<file path="config.mk">
export PLATFORM = sky130hd
export DESIGN_NAME = ble_adv_structure_filter
export DESIGN_NICKNAME = d
export VERILOG_FILES = /design/src/hdl/basf_pkg.sv /design/src/hdl/basf_front.sv /design/src/hdl/basf_fifo.sv /design/src/hdl/basf_parser.sv /design/src/hdl/ble_adv_structure_filter.sv
export SDC_FILE = /design/constraint.sdc
export NUM_CORES = 1
export LEC_CHECK = 0
export ABC_CLOCK_PERIOD_IN_PS = 8300
export BUFFER_PORTS_ARGS = -buffer_cell sky130_fd_sc_hd__buf_2
export CAP_MARGIN = 10
export CORE_MARGIN = 3
export CORE_UTILIZATION = 55
export DETAILED_ROUTE_END_ITERATION = 8
export PLACE_DENSITY = 0.84
export SLEW_MARGIN = 20
export SYNTH_ARGS = -nofsm -noshare
export SYNTH_HDL_FRONTEND = slang
export SYNTH_HIERARCHICAL = 1
export SYNTH_SLANG_ARGS = --single-unit
export TNS_END_PERCENT = 10
</file>
<file path="constraint.sdc">
create_clock -name clk -period 8.3 [get_ports clk]
set_input_delay 0.83 -clock clk [delete_from_list [all_inputs] [get_ports clk]]
set_output_delay 0.83 -clock clk [all_outputs]
set_load 0.005 [all_outputs]
</file>
<file path="src/hdl/basf_pkg.sv">
`default_nettype none
// ----------------------------------------------------------------------------
// basf_pkg
// Shared types, constants and tables of the advertisement structure filter.
// ----------------------------------------------------------------------------
package basf_pkg;

  localparam int BYTE_W = 8;
  localparam int CFG_W  = 16;
  localparam int WIN_W  = 48;
  localparam int FLAG_W = 5;

  localparam logic [CFG_W-1:0] COMPANY_ID_RESET = 16'h00C5;
  localparam int               FIFO_DEPTH_DEFAULT = 4;

  localparam logic [BYTE_W-1:0] AD_MANUFACTURER = 8'hFF;
  localparam logic [BYTE_W-1:0] AD_UUID128_PART = 8'h06;
  localparam logic [BYTE_W-1:0] AD_UUID128_FULL = 8'h07;
  localparam logic [BYTE_W-1:0] AD_NAME_SHORT   = 8'h08;
  localparam logic [BYTE_W-1:0] AD_NAME_FULL    = 8'h09;

  localparam logic [BYTE_W-1:0] VENDOR_ID_POS  = 8'd1;
  localparam logic [BYTE_W-1:0] SIGNATURE_POS  = 8'd9;
  localparam logic [BYTE_W-1:0] HINT_FIELD_LEN = 8'd23;
  localparam logic [31:0]       SIGNATURE      = 32'h0103_2202;

  localparam logic [31:0]      NAME_PAT_A = 32'h484F_424F;
  localparam logic [WIN_W-1:0] NAME_PAT_B = 48'h4D58_3230_3031;
  localparam logic [WIN_W-1:0] NAME_PAT_C = 48'h4D58_3232_3031;
  localparam logic [WIN_W-1:0] NAME_PAT_D = 48'h4D58_3232_3033;

  localparam int FLAG_VENDOR  = 0;
  localparam int FLAG_SERVICE = 1;
  localparam int FLAG_NAME    = 2;
  localparam int FLAG_HINT22  = 3;
  localparam int FLAG_SIG     = 4;

  typedef struct packed {
    logic [BYTE_W-1:0] raw;
    logic [BYTE_W-1:0] folded;
    logic              is_zero;
    logic              last;
  } basf_item_t;

  function automatic logic [BYTE_W-1:0] uuid_byte(input logic [3:0] idx);
    logic [BYTE_W-1:0] b;
    case (idx)
      4'd0:    b = 8'hCF;
      4'd1:    b = 8'hCB;
      4'd2:    b = 8'hE6;
      4'd3:    b = 8'hBC;
      4'd4:    b = 8'hCC;
      4'd5:    b = 8'h83;
      4'd6:    b = 8'h49;
      4'd7:    b = 8'hAC;
      4'd8:    b = 8'h41;
      4'd9:    b = 8'h46;
      4'd10:   b = 8'h4E;
      4'd11:   b = 8'hED;
      4'd12:   b = 8'h4F;
      4'd13:   b = 8'h6E;
      4'd14:   b = 8'hE1;
      default: b = 8'h65;
    endcase
    return b;
  endfunction

endpackage
`default_nettype wire

</file>
<file path="src/hdl/basf_front.sv">
`default_nettype none
// ----------------------------------------------------------------------------
// basf_front
// Input side: accepts advertisement bytes and classifies them for the queue.
// ----------------------------------------------------------------------------
module basf_front
  import basf_pkg::*;
(
  input  wire logic              s_axis_tvalid,
  output logic                   s_axis_tready,
  input  wire logic [BYTE_W-1:0] s_axis_tdata,
  input  wire logic              s_axis_tlast,
  input  wire logic              q_full,
  output logic                   q_push,
  output basf_item_t             q_item
);

  assign s_axis_tready = !q_full;
  assign q_push        = s_axis_tvalid && !q_full;

  always_comb begin
    q_item.raw     = s_axis_tdata;
    q_item.is_zero = (s_axis_tdata == '0);
    q_item.last    = s_axis_tlast;
    if (s_axis_tdata >= 8'h61 && s_axis_tdata <= 8'h7A) begin
      q_item.folded = s_axis_tdata - 8'h20;
    end else begin
      q_item.folded = s_axis_tdata;
    end
  end

endmodule
`default_nettype wire

</file>
<file path="src/hdl/basf_fifo.sv">
`default_nettype none
// ----------------------------------------------------------------------------
// basf_fifo
// Short queue of classified bytes between the input side and the parser.
// ----------------------------------------------------------------------------
module basf_fifo
  import basf_pkg::*;
#(
  parameter int DEPTH = FIFO_DEPTH_DEFAULT
) (
  input  wire logic       clk,
  input  wire logic       rst,
  input  wire logic       push,
  input  wire basf_item_t push_item,
  output logic            full,
  input  wire logic       pop,
  output logic            head_valid,
  output basf_item_t      head_item
);

  localparam int PTR_W = (DEPTH > 1) ? $clog2(DEPTH) : 1;
  localparam int CNT_W = $clog2(DEPTH + 1);
  localparam logic [PTR_W-1:0] LAST_PTR = PTR_W'(DEPTH - 1);
  localparam logic [CNT_W-1:0] FULL_CNT = CNT_W'(DEPTH);

  basf_item_t       mem [DEPTH];
  logic [PTR_W-1:0] wr_ptr;
  logic [PTR_W-1:0] rd_ptr;
  logic [CNT_W-1:0] count;
  logic             do_push;
  logic             do_pop;

  assign full       = (count == FULL_CNT);
  assign head_valid = (count != '0);
  assign head_item  = mem[rd_ptr];
  assign do_push    = push && !full;
  assign do_pop     = pop && head_valid;

  always_ff @(posedge clk) begin
    if (do_push) begin
      mem[wr_ptr] <= push_item;
    end
  end

  always_ff @(posedge clk) begin
    if (rst) begin
      wr_ptr <= '0;
      rd_ptr <= '0;
      count  <= '0;
    end else begin
      if (do_push) begin
        wr_ptr <= (wr_ptr == LAST_PTR) ? '0 : wr_ptr + 1'b1;
      end
      if (do_pop) begin
        rd_ptr <= (rd_ptr == LAST_PTR) ? '0 : rd_ptr + 1'b1;
      end
      if (do_push && !do_pop) begin
        count <= count + 1'b1;
      end else if (do_pop && !do_push) begin
        count <= count - 1'b1;
      end
    end
  end

endmodule
`default_nettype wire

</file>
<file path="src/hdl/basf_parser.sv">
`default_nettype none
// ----------------------------------------------------------------------------
// basf_parser
// Walks the length-type-payload structures and registers the result.
// ----------------------------------------------------------------------------
module basf_parser
  import basf_pkg::*;
(
  input  wire logic             clk,
  input  wire logic             rst,
  input  wire logic [CFG_W-1:0] company_id,
  input  wire logic             q_valid,
  input  wire basf_item_t       q_item,
  output logic                  q_pop,
  output logic                  m_axis_tvalid,
  input  wire logic             m_axis_tready,
  output logic [BYTE_W-1:0]     m_axis_tdata
);

  typedef enum logic [1:0] {
    PH_LEN,
    PH_TYPE,
    PH_PAY,
    PH_HALT
  } phase_t;

  phase_t              phase, phase_next;
  logic [BYTE_W-1:0]   bytes_left, bytes_left_next;
  logic [BYTE_W-1:0]   field_len, field_len_next;
  logic [BYTE_W-1:0]   field_kind, field_kind_next;
  logic [BYTE_W-1:0]   payload_pos, payload_pos_next;
  logic                chunk_equal, chunk_equal_next;
  logic [WIN_W-1:0]    name_window, name_window_next;
  logic [FLAG_W-1:0]   pending, pending_next;
  logic [FLAG_W-1:0]   found, found_next;
  logic                is_name;
  logic                is_uuid;
  logic [CFG_W-1:0]    got_id;

  assign q_pop = q_valid && (!q_item.last || !m_axis_tvalid || m_axis_tready);

  always_comb begin
    phase_next       = phase;
    bytes_left_next  = bytes_left;
    field_len_next   = field_len;
    field_kind_next  = field_kind;
    payload_pos_next = payload_pos;
    chunk_equal_next = chunk_equal;
    name_window_next = name_window;
    pending_next     = pending;
    found_next       = found;
    is_name = (field_kind == AD_NAME_SHORT) || (field_kind == AD_NAME_FULL);
    is_uuid = (field_kind == AD_UUID128_PART) || (field_kind == AD_UUID128_FULL);
    got_id  = '0;

    case (phase)
      PH_LEN: begin
        if (q_item.is_zero) begin
          phase_next = PH_HALT;
        end else begin
          field_len_next  = q_item.raw;
          bytes_left_next = q_item.raw;
          phase_next      = PH_TYPE;
        end
      end
      PH_TYPE: begin
        field_kind_next  = q_item.raw;
        bytes_left_next  = bytes_left - 1'b1;
        payload_pos_next = '0;
        chunk_equal_next = 1'b1;
        name_window_next = '0;
        pending_next     = '0;
        phase_next       = (bytes_left == 8'd1) ? PH_LEN : PH_PAY;
      end
      PH_PAY: begin
        name_window_next = {name_window[WIN_W-BYTE_W-1:0],
                            is_name ? q_item.folded : q_item.raw};
        got_id = {name_window_next[7:0], name_window_next[15:8]};
        if (field_kind == AD_MANUFACTURER) begin
          if (payload_pos == VENDOR_ID_POS) begin
            if (got_id == company_id) begin
              pending_next[FLAG_VENDOR] = 1'b1;
            end
          end else if (payload_pos == SIGNATURE_POS) begin
            if (pending[FLAG_VENDOR] && name_window_next[31:0] == SIGNATURE) begin
              pending_next[FLAG_SIG] = 1'b1;
            end
          end
        end
        if (is_uuid) begin
          chunk_equal_next = chunk_equal && (q_item.raw == uuid_byte(payload_pos[3:0]));
          if (payload_pos[3:0] == 4'hF) begin
            if (chunk_equal_next) begin
              pending_next[FLAG_SERVICE] = 1'b1;
            end
            chunk_equal_next = 1'b1;
          end
        end
        if (is_name) begin
          if (name_window_next[31:0] == NAME_PAT_A || name_window_next == NAME_PAT_B ||
              name_window_next == NAME_PAT_C || name_window_next == NAME_PAT_D) begin
            pending_next[FLAG_NAME] = 1'b1;
          end
        end
        bytes_left_next  = bytes_left - 1'b1;
        payload_pos_next = payload_pos + 1'b1;
        if (bytes_left == 8'd1) begin
          if (pending_next[FLAG_VENDOR] && field_len == HINT_FIELD_LEN) begin
            pending_next[FLAG_HINT22] = 1'b1;
          end
          found_next   = found | pending_next;
          pending_next = '0;
          phase_next   = PH_LEN;
        end
      end
      default: begin
      end
    endcase
  end

  always_ff @(posedge clk) begin
    if (rst) begin
      phase         <= PH_LEN;
      bytes_left    <= '0;
      field_len     <= '0;
      field_kind    <= '0;
      payload_pos   <= '0;
      chunk_equal   <= 1'b1;
      name_window   <= '0;
      pending       <= '0;
      found         <= '0;
      m_axis_tvalid <= 1'b0;
      m_axis_tdata  <= '0;
    end else begin
      if (q_pop && q_item.last) begin
        m_axis_tvalid <= 1'b1;
      end else if (m_axis_tready) begin
        m_axis_tvalid <= 1'b0;
      end
      if (q_pop) begin
        if (q_item.last) begin
          phase         <= PH_LEN;
          bytes_left    <= '0;
          field_len     <= '0;
          field_kind    <= '0;
          payload_pos   <= '0;
          chunk_equal   <= 1'b1;
          name_window   <= '0;
          pending       <= '0;
          found         <= '0;
          m_axis_tdata  <= {2'b00,
                            found_next[FLAG_SIG],
                            found_next[FLAG_HINT22],
                            found_next[FLAG_NAME],
                            found_next[FLAG_SERVICE],
                            found_next[FLAG_VENDOR],
                            found_next[FLAG_VENDOR] | found_next[FLAG_SERVICE] |
                            found_next[FLAG_NAME]};
        end else begin
          phase       <= phase_next;
          bytes_left  <= bytes_left_next;
          field_len   <= field_len_next;
          field_kind  <= field_kind_next;
          payload_pos <= payload_pos_next;
          chunk_equal <= chunk_equal_next;
          name_window <= name_window_next;
          pending     <= pending_next;
          found       <= found_next;
        end
      end
    end
  end

endmodule
`default_nettype wire

</file>
<file path="src/hdl/ble_adv_structure_filter.sv">
`default_nettype none
// ----------------------------------------------------------------------------
// ble_adv_structure_filter
// Parses advertisement structures and flags vendor, service and name matches.
// Result path: the last byte is written into the queue; the parser pops it
// and registers the flags on the output.
// Throughput: one byte per cycle, stalled while a result waits unaccepted.
// Reset: synchronous; queue empty, parser cleared, company ID back to 0x00C5.
// ----------------------------------------------------------------------------
module ble_adv_structure_filter
  import basf_pkg::*;
#(
  parameter int FIFO_DEPTH = FIFO_DEPTH_DEFAULT
) (
  input  wire logic              clk,
  input  wire logic              rst,
  input  wire logic              s_axis_tvalid,
  output logic                   s_axis_tready,
  input  wire logic [BYTE_W-1:0] s_axis_tdata,   // adv_byte
  input  wire logic              s_axis_tlast,   // last_byte
  output logic                   m_axis_tvalid,
  input  wire logic              m_axis_tready,
  output logic [BYTE_W-1:0]      m_axis_tdata,   // is_candidate, vendor_match,
                                                 // service_match, name_match,
                                                 // hint_length_22, hint_signature
  input  wire logic              cfg_valid,
  output logic                   cfg_ready,
  input  wire logic [CFG_W-1:0]  cfg_data
);

  logic [CFG_W-1:0] company_id;
  logic             q_full;
  logic             q_push;
  logic             q_pop;
  logic             q_valid;
  basf_item_t       push_item;
  basf_item_t       head_item;

  assign cfg_ready = 1'b1;

  always_ff @(posedge clk) begin
    if (rst) begin
      company_id <= COMPANY_ID_RESET;
    end else if (cfg_valid && cfg_ready) begin
      company_id <= cfg_data;
    end
  end

  basf_front u_front (
    .s_axis_tvalid (s_axis_tvalid),
    .s_axis_tready (s_axis_tready),
    .s_axis_tdata  (s_axis_tdata),
    .s_axis_tlast  (s_axis_tlast),
    .q_full        (q_full),
    .q_push        (q_push),
    .q_item        (push_item)
  );

  basf_fifo #(
    .DEPTH (FIFO_DEPTH)
  ) u_fifo (
    .clk        (clk),
    .rst        (rst),
    .push       (q_push),
    .push_item  (push_item),
    .full       (q_full),
    .pop        (q_pop),
    .head_valid (q_valid),
    .head_item  (head_item)
  );

  basf_parser u_parser (
    .clk           (clk),
    .rst           (rst),
    .company_id    (company_id),
    .q_valid       (q_valid),
    .q_item        (head_item),
    .q_pop         (q_pop),
    .m_axis_tvalid (m_axis_tvalid),
    .m_axis_tready (m_axis_tready),
    .m_axis_tdata  (m_axis_tdata)
  );

endmodule
`default_nettype wire
</file>
## After elaboration in Yosys (flattened, before gate mapping)

Memory sizes are Yosys's and may differ from the RTL's. A register that Yosys moved wholly into a read port is not among the register bits.
Index checks and enable logic that the tools add are counted.

- Bits in read-only memories: 128
- Logic and storage cells: 159
- Bits in writable memories: 72
- Register bits: 115
- Memories kept: 2

- Equal/unequal tests: 26
- Multiplexer cells: 61
- Bitwise operators: 3
- Add/subtract/negate cells: 7
- Reductions and logical operators: 42
- $lt $le $gt $ge: 2

Memories:

| name | depth | bits a word | rd ports | clocked after Yosys merged registers in | write ports | line | text |
|---|---|---|---|---|---|---|---|
| (name not given) | 16 | 8 | 1 | 1 | 0 | basf_pkg.sv:47 | `case (idx)` |
| u_fifo.mem | 4 | 18 | 1 | 1 | 1 | basf_fifo.sv:26 | `basf_item_t mem [DEPTH];` |

Operators by type and width:

| cell | count |
|---|---|
| $eq 48x47->1 const B | 3 |
| $mux 8 | 11 |
| $pmux 40 s2 | 1 |
| $mux 40 | 1 |
| $eq 32x25->1 const B | 1 |
| $eq 32x31->1 const B | 1 |
| $pmux 8 s2 | 2 |
| $mux 1 | 26 |
| $mux 5 | 5 |
| $eq 8x4->1 const B | 3 |
| $eq 16x16->1 | 1 |
| $eq 8x1->1 const B | 2 |
| $eq 8x3->1 const B | 2 |
| $mux 2 | 8 |
| $reduce_and 3->1 | 5 |
| $logic_and 1x1->1 | 11 |
| $pmux 5 s2 | 1 |
| $reduce_bool 3->1 | 3 |
| $add 8x1->8 const B | 1 |
| $eq 8x5->1 const B | 1 |
| $eq 8x8->1 | 1 |
| $eq 8x8->1 const B | 1 |
| $ge 8x7->1 const B | 1 |
| $le 8x7->1 const B | 1 |
| other kinds (26) | 48 |

## Logic depth before layout (Yosys ltp)

Gate-level depths: netlist of the first run.

- Word-level depth: 17
- Depth in mapped cells: 14
- Depth with buffers taken out: 13

## Modules after synthesis

The synthesis of the first run kept the hierarchy.

By module, submodules not included:

| module | cells each | sequential area each (um^2) | times used | area each (um^2) |
|---|---|---|---|---|
| basf_parser | 620 | 1981.9 | 1 | 5146.2 |
| basf_fifo | 144 | 2342.2 | 1 | 3100.5 |
| ble_adv_structure_filter | 54 | 320.3 | 1 | 600.6 |
| basf_front | 30 | 0.0 | 1 | 211.5 |

## Worst setup path after synthesis of the first run

No wires, ideal clock.

- Path type: reg2reg
- Start: register with a tool-made name
- End: register with a tool-made name
- Buffers on the path: 2
- Cell stages (with the launch flop): 14
- Arrival time: 3.279 ns
- Setup time: 0.076 ns
- Setup slack: 4.944 ns
- Period minus slack after synthesis: 3.356 ns
- Cells stage by stage: dfxtp_1 > buf_4 > buf_6 > mux4_2 > or3_1 > nand3_1 > a21oi_1 > nor2_1 > inv_1 > ha_1 > nor2_1 > a211o_1 > and3_1 > o22ai_1

==> flow_summary.ini, run 1 <==
[logic_synthesis]
avgSynthCellArea_sq_um = 10.7
ys_seq_elements = 196
ys_types = 85
synth_area_leaders = dfxtp_1 (27%), edfxtp_1 (24%), nor2_1 (5.5%)
synth_edf_count = 72
synth.largest_area_cell = dfxtp_1
post-synth-top-count-cell = nor2_1
seq_area_frac_synth_pct = 51.3
synth_cells = 848
synthesis.yosys.warnings = 6
synthArstFlopShare_pct = 0
netlist_area_sq_um = 9060
synthTopCellsByCount = nor2_1 (132), dfxtp_1 (124), edfxtp_1 (72), a21oi_1 (42), a22oi_1 (38)
synth_top_area_share_pct = 27.4
synth_ff_type = dfxtp_1

[global_routing]
grt_usage_pct = 21.8
globalRoute.totalOverflow = 0
grt_max_degree = 85
grt_pass1_vias = 6089
grt_antenna_before_repair = 0
grt_pass1_wl_um = 31400

[cts]
cts_made_buffers = 17
ctsHoldBuffers = 0
numClockSinks = 196
cts_buffer_depth = 2
ctsResizeCount = 0
path_clk_slew_ns = 0.07
cts_root_buf = clkbuf_16
tritoncts = done
clk_latency_ns = 0.43
cts_setup_buffers = 0
h-tree-depth = 4

[hold_path]
min_path_cells = 1
hold_path_class = reg2reg

[sta]
setup_viol_count_final = 0
fmax_mhz = 213
hold_viol_final = 0
period_share_pct = 56.7
slew_headroom_pct = 32.8
fin_skew_ns = 0.0106
fin_crit_ns = 4.71
slew_viol_final = 0
worst_pin_slew_ns = 1.01
tns_ns = 0
rsz0062_at_grt = false

[run]
max-cap-violations = 0

[placement]
dpl.hpwl_um = 13100
portBuffers = 37
gp_congestion = 0.924

[pwr]
peakVddDrop_mv = 0.252
p_leak_nw = 3.67
finalPower_mw = 3.04
p_per_area_nw_per_um2 = 311

[floorplan]
start_util_pct = 56.6
ios = 41
die_y_um = 134
coreArea_sq_um = 16000
core.rowCount = 46
die_area_sq_um = 18000
fp.dieW_um = 134

[final_layout]
fillers = 1329
area_delta_synth_final_pct = 7.91
drive_above_1_share_pct = 12.8
nNetsFinal = 906
diodes = 0

[setup_path]
path_cells = mux4_2 > or3_1 > nand3_2 > a21oi_1 > nor2_1 > inv_1 > ha_1 > inv_1 > and2_1 > nand2_1 > and3_1 > o22ai_1
worst_ep_arrival_time_ns = 5.05
worstRegToRegCells = 12
crit_type = reg2reg
crit_top_cell = inv_1
critPathMaxStageDelay_ns = 0.91
start_kind = flip-flop
critPathSlowestCell = dfxtp_1
end_kind = flip-flop
crit_fanout = 52
required_ns = 8.64

[routing]
vias = 6446
avgViaCountPerCell = 5.95
finalWirelength_um = 19300
drt_first_iter_violations = 781
route.detailed.drc = 0
first_pass_iters = 6
wl_per_cell_um = 17.8
drt.antenna.violating_nets = 0

[run_status]
status = complete, no violations
-- layout by cell type, fill, tap and decap left out, drive strengths merged, types with 7 or more instances in the layout --
cell	Yosys	final
nand3	15	15
nor3	24	24
nand2	33	33
mux2i	37	37
dfxtp	124	124
inv	30	38
nor2b	15	15
xor2	16	16
and3	14	14
ha	21	21
nand2b	7	7
edfxtp	72	72
a22oi	38	38
nor2	134	134
clkbuf	22	17
buf	31	39
clkinv	2	7
a21oi	43	43
nand4	10	10
xnor2	15	15
o21ai	23	23
nor4	10	10
mux4	18	18
-- report_power, final --
group          leakage [nW]  internal [mW]  switching (mW)
combinational          1.73          0.396           0.673
clock                 0.266          0.392           0.374
sequential             1.67           1.12          0.0888
-- kinds of logic (layout without fill, tap and decap cells) --
family | count (synthesis) | count (layout) | share of synthesized area [%]
DFF | 196 | 196 | 51.3
and+or+nand+nor | 298 | 298 | 16.7
muxes | 56 | 56 | 8.69
buffers and inverters | 86 | 104 | 5.30
xor gates and xnor gates | 31 | 31 | 3.00
AOI/OAI and AO/OA | 157 | 157 | 11.8
adders and majority gates | 22 | 22 | 3.12
other | 2 | 3 | 0.0829
-- cell type report --
type	instances	area, sq um	share of cell area, %
inverters	33	169	1.73
clock buffers	17	425	4.35
repair buffers	39	203	2.07
multi-input cells	567	3940	40.3
clock inverters	15	120	1.23
well taps	216	270	2.76
flip-flops and latches	196	4640	47.5
-- layer usage --
metal / up-vias / global-route usage [%] / routed length (um)
li1: 3070 / - / -
met1: 3129 / 29.7 / 8380
met2: 227 / 36.1 / 9420
met3: 20 / 4.73 / 1260
met4: 0 / 4.69 / 227
met5: - / 0 / 0
-- final timing paths --
path	start	to	slack, ns
hold / removal	u_parser/found[3]	u_parser/found[3]	0.46
setup / recovery	flip-flop	flip-flop	3.59
setup reg to reg	flip-flop	flip-flop	3.59
hold reg to reg	u_parser/found[3]	u_parser/found[3]	0.46
-- registers in the layout (all words and copies together), names as in the netlist, 4 cells and up, named ones only --
signal                 cells
u_parser/payload_pos       8
u_parser/name_window      40
u_parser/field_kind        8
u_parser/bytes_left        8
u_parser/field_len         8
u_fifo/mem                72
company_id                16
u_parser/found             5
u_parser/m_axis_tdata      6
u_parser/pending           4
-- through the flow --
stage	instance area, sq um	instances	setup WS, ns	hold WS (ns)	utilization, %
after floorplan	9060	849	4.94	0.441	-
final	9780	1083	3.59	0.465	61.1
after global routing	9780	1083	3.28	0.493	61.1
after global placement	9230	1051	3.85	0.450	57.7
after CTS	9780	1083	3.65	0.470	61.1
after detailed placement	9230	1051	3.70	0.454	57.7
-- worst max-delay path, delay by kind of cell, from the launching register on --
kind                     cells  cell delay (ns)
AO/OA/AOI/OAI                2             0.39
adder cells (fa/ha/maj)      1             0.37
buffers and inverters        2             0.23
flip-flops                   1             0.91
multiplexers                 1             0.63
AND/OR/NAND/NOR              6             2.09
(Power assumes the default switching activity.)
==> inputs of run 2 (changes only) <==
--- a/config.mk
+++ b/config.mk
@@ -5,7 +5,8 @@
 export SDC_FILE = /design/constraint.sdc
 export NUM_CORES = 1
 export LEC_CHECK = 0
-export ABC_CLOCK_PERIOD_IN_PS = 8300
+export ABC_AREA = 1
+export ABC_CLOCK_PERIOD_IN_PS = 4600
 export BUFFER_PORTS_ARGS = -buffer_cell sky130_fd_sc_hd__buf_2
 export CAP_MARGIN = 10
 export CORE_MARGIN = 3
==> constraint.sdc (replaced) <==
create_clock -name clk -period 4.6 [get_ports clk]
set_input_delay 0.46 -clock clk [delete_from_list [all_inputs] [get_ports clk]]
set_output_delay 0.46 -clock clk [all_outputs]
set_load 0.005 [all_outputs]
==> run 2 against run 1 <==
Compared with the run above:
- first-iteration DRC count shrank 18%
- register-to-register slack worse by 2.2 ns
- clock skew is 0.0024 ns higher
- non-clock buffer count rose by 8
- sequential share of layout area down 2.1 points
==> flow_summary.ini, run 2 <==
[run_status]
status = complete, no violations

[cts]
path_clk_slew_ns = 0.07
ctsHoldBuffers = 0
h-tree-depth = 4
cts_setup_buffers = 0
clk_latency_ns = 0.44
tritoncts = done
numClockSinks = 196
cts_root_buf = clkbuf_16
ctsResizeCount = 0
cts_buffer_depth = 2
cts_made_buffers = 17

[routing]
drt.antenna.violating_nets = 0
avgViaCountPerCell = 5.29
wl_per_cell_um = 13.8
first_pass_iters = 6
drt_first_iter_violations = 638
vias = 7701
route.detailed.drc = 0
finalWirelength_um = 20100

[final_layout]
final_cell_mix = nand2_1 (282), nor2_1 (175), inv_1 (149)
diodes = 0
drive_above_1_share_pct = 10.1
reg_top3 = u_fifo/mem (72), u_parser/name_window (40), company_id (16)
largest_reg_flops = 72
top_register = u_fifo/mem
area_delta_synth_final_pct = 8.00
nNetsFinal = 1276
final_common_cell = nand2_1

[logic_synthesis]
synthesis.yosys.warnings = 6
synth_top_area_share_pct = 26.2
synth_cells = 1210
ys_types = 53
synthTopCellsByCount = nand2_1 (282), nor2_1 (176), inv_1 (149), dfxtp_1 (124), a21oi_1 (77)
synth_area_leaders = dfxtp_1 (26%), edfxtp_1 (23%), nand2_1 (11%)
avgSynthCellArea_sq_um = 7.83
post-synth-top-count-cell = nand2_1
netlist_area_sq_um = 9470
synth_ff_type = dfxtp_1
synth_edf_count = 72
synth.largest_area_cell = dfxtp_1
seq_area_frac_synth_pct = 49.0
ys_seq_elements = 196
synthArstFlopShare_pct = 0

[sta]
fin_crit_ns = 3.24
hold_viol_final = 0
period_share_pct = 70.4
setup_viol_count_final = 0
slew_viol_final = 0
fin_skew_ns = 0.0131
rsz0062_at_grt = false
fmax_mhz = 309
hold_ws_ns = 0.231
slew_headroom_pct = 45.7
tns_ns = 0
worst_pin_slew_ns = 0.804

[pwr]
p_leak_nw = 4.28
peakVddDrop_mv = 0.419
p_per_area_nw_per_um2 = 590

[floorplan]
fp.dieW_um = 137
die_y_um = 137
core.rowCount = 47
start_util_pct = 56.7
ios = 41
coreArea_sq_um = 16700
die_area_sq_um = 18800

[setup_path]
crit_type = reg2reg
crit_end = u_fifo/count[2]
start_kind = flip-flop
end_kind = flip-flop
worst_ep_arrival_time_ns = 3.58
crit_fanout = 16
worstRegToRegCells = 16
regToRegSetupSlack_ns = 1.36
worstReg2RegEnd = u_fifo/count[2]
required_ns = 4.94

[global_routing]
grt_usage_pct = 22.3
grt_antenna_before_repair = 0
globalRoute.totalOverflow = 0
grt_pass1_wl_um = 33400
grt_max_degree = 57
grt_pass1_vias = 7262

[placement]
gp_congestion = 0.914
portBuffers = 37
dpl.hpwl_um = 13900

[hold_path]
hold_path_class = in2reg

[run]
max-cap-violations = 0
-- run 2: changes by cell type after synthesis, moves of 13 or more --
cell,delta
a22oi_1,-38
nand2_1,+249
nor2_1,+44
o22ai_1,+15
nand3_1,+29
inv_1,+120
o21ai_0,+51
a21oi_1,+35
nor3_1,-13
mux4_2,-18
nand2_2,+18
mux2i_1,-37
nor2b_1,-15
-- run 2: layer usage --
metal,up-vias,wire [um],track usage [%],share of wire (%)
met5,-,0,0,0
met4,0,577,9.20,2.9
met3,41,1110,5.44,5.5
met2,225,9790,37.2,49
met1,3536,8630,27.7,43
li1,3899,-,-,-
-- run 2: cell type report --
| class | count | area [sq um] |
|---|---|---|
| clock inverters | 13 | 145 |
| inverters | 158 | 606 |
| clock buffers | 19 | 433 |
| well taps | 220 | 275 |
| multi-input cells | 804 | 3870 |
| fillers | 1434 | 6470 |
| flip-flops and latches | 196 | 4640 |
| repair buffers | 47 | 260 |
-- run 2: where the power goes --
part | leakage [nW] | internal [mW] | switching, mW | total (mW)
Sequential | 1.67 | 2.06 | 0.165 | 2.23
Combinational | 2.32 | 0.718 | 1.64 | 2.36
Clock | 0.283 | 0.769 | 0.678 | 1.45
-- run 2: stage by stage --
| stage | power, mW | area, sq um | setup WS, ns | utilization, % | instances |
|---|---|---|---|---|---|
| final | 6.03 | 10200 | 1.36 | 61.3 | 1457 |
| after global routing | 6.46 | 10200 | 1.05 | 61.3 | 1457 |
| after CTS | 6.03 | 10200 | 1.41 | 61.3 | 1457 |
| after detailed placement | 4.57 | 9650 | 1.42 | 57.8 | 1425 |
| after global placement | 4.51 | 9650 | 1.52 | 57.8 | 1425 |
| after floorplan | 4.06 | 9480 | 2.02 | - | 1211 |
-- run 2: worst min path at each step --
stage                              from                  endpoint  slack [ns]  depth (start not counted)
6_report                    cfg_data[2]             company_id[2]        0.23                          3
2_1_floorplan     u_parser/field_len[6]     u_parser/field_len[6]        0.43                          2
4_1_cts                     cfg_data[2]             company_id[2]        0.21                          3
3_5_place_dp   u_parser/m_axis_tdata[5]  u_parser/m_axis_tdata[5]        0.45                          2
5_1_grt                     cfg_data[2]             company_id[2]        0.22                          3
3_3_place_gp   u_parser/m_axis_tdata[4]  u_parser/m_axis_tdata[4]        0.44                          2
-- run 2: cell families (layout without fill, tap and decap cells) --
| logic type | count (synthesis) | in the layout | share of synthesized area [%] |
|---|---|---|---|
| buffers and inverters | 211 | 237 | 10.2 |
| DFF | 196 | 196 | 49.0 |
| adders and majority gates | 22 | 22 | 2.98 |
| AOI/OAI and AO/OA | 199 | 199 | 11.3 |
| and+or+nand+nor | 572 | 572 | 25.7 |
| xor gates and xnor gates | 8 | 8 | 0.740 |
| other | 2 | 3 | 0.0793 |
-- run 2: critical path, cell delays in order (launching register included) --
cell and delay [ns]:
dfxtp_1 0.72, o21ai_0 0.19, o22ai_1 0.18, buf_4 0.23, nand2_1 0.12, nand2_4 0.13, clkinv_1 0.28, nand2_1 0.23
ha_1 0.20, inv_1 0.08, fa_1 0.41, inv_1 0.08, nand2_1 0.07, nand3_1 0.08, nand2_1 0.05, inv_1 0.05
nor2_1 0.03
==> inputs of run 3 (changes only) <==
--- a/config.mk
+++ b/config.mk
@@ -5,14 +5,14 @@
 export SDC_FILE = /design/constraint.sdc
 export NUM_CORES = 1
 export LEC_CHECK = 0
-export ABC_AREA = 1
-export ABC_CLOCK_PERIOD_IN_PS = 4600
+export ABC_AREA = 0
+export ABC_CLOCK_PERIOD_IN_PS = 2600
 export BUFFER_PORTS_ARGS = -buffer_cell sky130_fd_sc_hd__buf_2
 export CAP_MARGIN = 10
 export CORE_MARGIN = 3
 export CORE_UTILIZATION = 55
 export DETAILED_ROUTE_END_ITERATION = 8
-export PLACE_DENSITY = 0.84
+export PLACE_DENSITY = 0.87
 export SLEW_MARGIN = 20
 export SYNTH_ARGS = -nofsm -noshare
 export SYNTH_HDL_FRONTEND = slang
==> constraint.sdc (replaced) <==
create_clock -name clk -period 2.6 [get_ports clk]
set_input_delay 0.26 -clock clk [delete_from_list [all_inputs] [get_ports clk]]
set_output_delay 0.26 -clock clk [all_outputs]
set_load 0.005 [all_outputs]
==> run 3 against run 2 <==
Compared with the run above:
- the run now ends with setup timing left
- worst setup slack got worse by 1.5 ns
- routed wire length increased by 7.8%
- sequential cell count stayed put
- first-iteration DRC count grew 11%
- sequential power rose by 72%
- clock power is 88% higher
- sequential share of layout area is 2.5 points lower
- count of clock-buffer cells in the layout did not move
- critical path depth shrank 8
- worst hold slack worse by 0.21 ns
==> flow_summary.ini, run 3 (synthesis gave the netlist of run 1 again) <==
[cts]
cts_buffer_depth = 2
numClockSinks = 196
path_clk_slew_ns = 0.07
h-tree-depth = 4
cts_root_buf = clkbuf_16
cts_made_buffers = 17
tritoncts = done
ctsHoldBuffers = 0
clk_latency_ns = 0.44

[setup_path]
required_ns = 2.98
crit_fanout = 5
end_kind = flip-flop
crit_type = reg2reg
worst_ep_arrival_time_ns = 3.12
start_kind = flip-flop

[placement]
place_ws_ns = -0.158
dpl.hpwl_um = 14500
gp_congestion = 0.945
post-place-cells = 1127
post_dp_cell_area_sq_um = 9960
portBuffers = 37

[sta]
period_share_pct = 105
worst_pin_slew_ns = 0.689
setup_viol_count_final = 10
layout_setup_ws_ns = -0.134
fin_skew_ns = 0.00985
hold_viol_final = 0
fmax_mhz = 366
slew_headroom_pct = 53.7
fin_crit_ns = 2.73
slew_viol_final = 0
rsz0062_at_grt = true

[final_layout]
final_common_cell = nor2_1
final_util_pct = 67.8
largest_reg_flops = 72
drive_above_1_share_pct = 25.4
final_cell_mix = nor2_1 (130), dfxtp_1 (122), buf_4 (79)
reg_top3 = u_fifo/mem (72), u_parser/name_window (40), company_id (16)
top_register = u_fifo/mem
fin_area_sq_um = 10800
nNetsFinal = 991
stdcell_count = 1168
area_delta_synth_final_pct = 19.8
diodes = 0

[run_status]
status = complete, but fails checks
violations = setup timing

[global_routing]
grt_max_degree = 106
grt_pass1_wl_um = 34300
grt_antenna_before_repair = 0
globalRoute.totalOverflow = 0
grt_pass1_vias = 6726
grt_usage_pct = 24.1

[floorplan]
coreArea_sq_um = 16000
die_y_um = 134
fp.dieW_um = 134
ios = 41
core.rowCount = 46
die_area_sq_um = 18000
start_util_pct = 56.6

[routing]
avgViaCountPerCell = 5.96
wl_per_cell_um = 18.6
first_pass_iters = 5
route.detailed.drc = 0
finalWirelength_um = 21700
drt.antenna.violating_nets = 0
drt_first_iter_violations = 709
vias = 6963

[hold_path]
hold_path_class = in2reg

[run]
max-cap-violations = 0

[pwr]
p_leak_nw = 4.26
peakVddDrop_mv = 0.848
p_per_area_nw_per_um2 = 1020
[run 3: metal layers]
metal / GRT usage [%] / routed length, um
met5: 0 / 0
met4: 9.39 / 625
met3: 4.95 / 1390
met2: 39.9 / 10800
met1: 31.1 / 8840
[run 3: final timing paths]
path                            cells past startpoint  slack (ns)              start                 to
worst min register to register                      1        0.48  u_parser/found[3]  u_parser/found[3]
worst max register to register                      8       -0.13          flip-flop  u_parser/found[3]
worst min-delay path                                2        0.02        cfg_data[6]      company_id[6]
worst max-delay path                                8       -0.13          flip-flop  u_parser/found[3]
[run 3: critical path: stages (launching register included)]
cell,delay [ns]
dfxtp_4,0.40
buf_12,0.13
mux4_2,0.51
and3_4,0.17
or3_4,0.36
a21o_1,0.19
o41a_1,0.50
nor4_2,0.27
o21a_1,0.14
[run 3: stage by stage]
stage          setup TNS [ns]  power [mW]  hold slack [ns]
2_1_floorplan          -0.918        6.56            0.382
6_report               -0.792        11.1           0.0248
3_5_place_dp           -0.712        7.96            0.459
4_1_cts                -0.541        10.8           0.0111
5_1_grt                 -3.10        11.6           0.0134
3_3_place_gp           -0.193        7.83            0.456
[run 3: cell type report]
cell class                      count  area [sq um]
Clock buffer                       19           464
Clock inverter                     13           161
Sequential cell                   196          4650
Tap cell                          216           270
Inverter                           33           169
Timing Repair Buffer              124           927
Fill cell                        1137          5150
Multi-Input combinational cell    567          4210
[run 3: what timing repair did]
item	in CTS	in global routing
gates resized for setup	15	24
gates cloned	0	1
buffers inserted	3	5
setup endpoints to repair	10	60
pin swaps	4	15
[run 3: power by group]
part	switching (mW)	total [mW]	internal (mW)
Clock	1.20	2.73	1.53
Sequential	0.266	3.84	3.58
Combinational	2.54	4.53	2.00
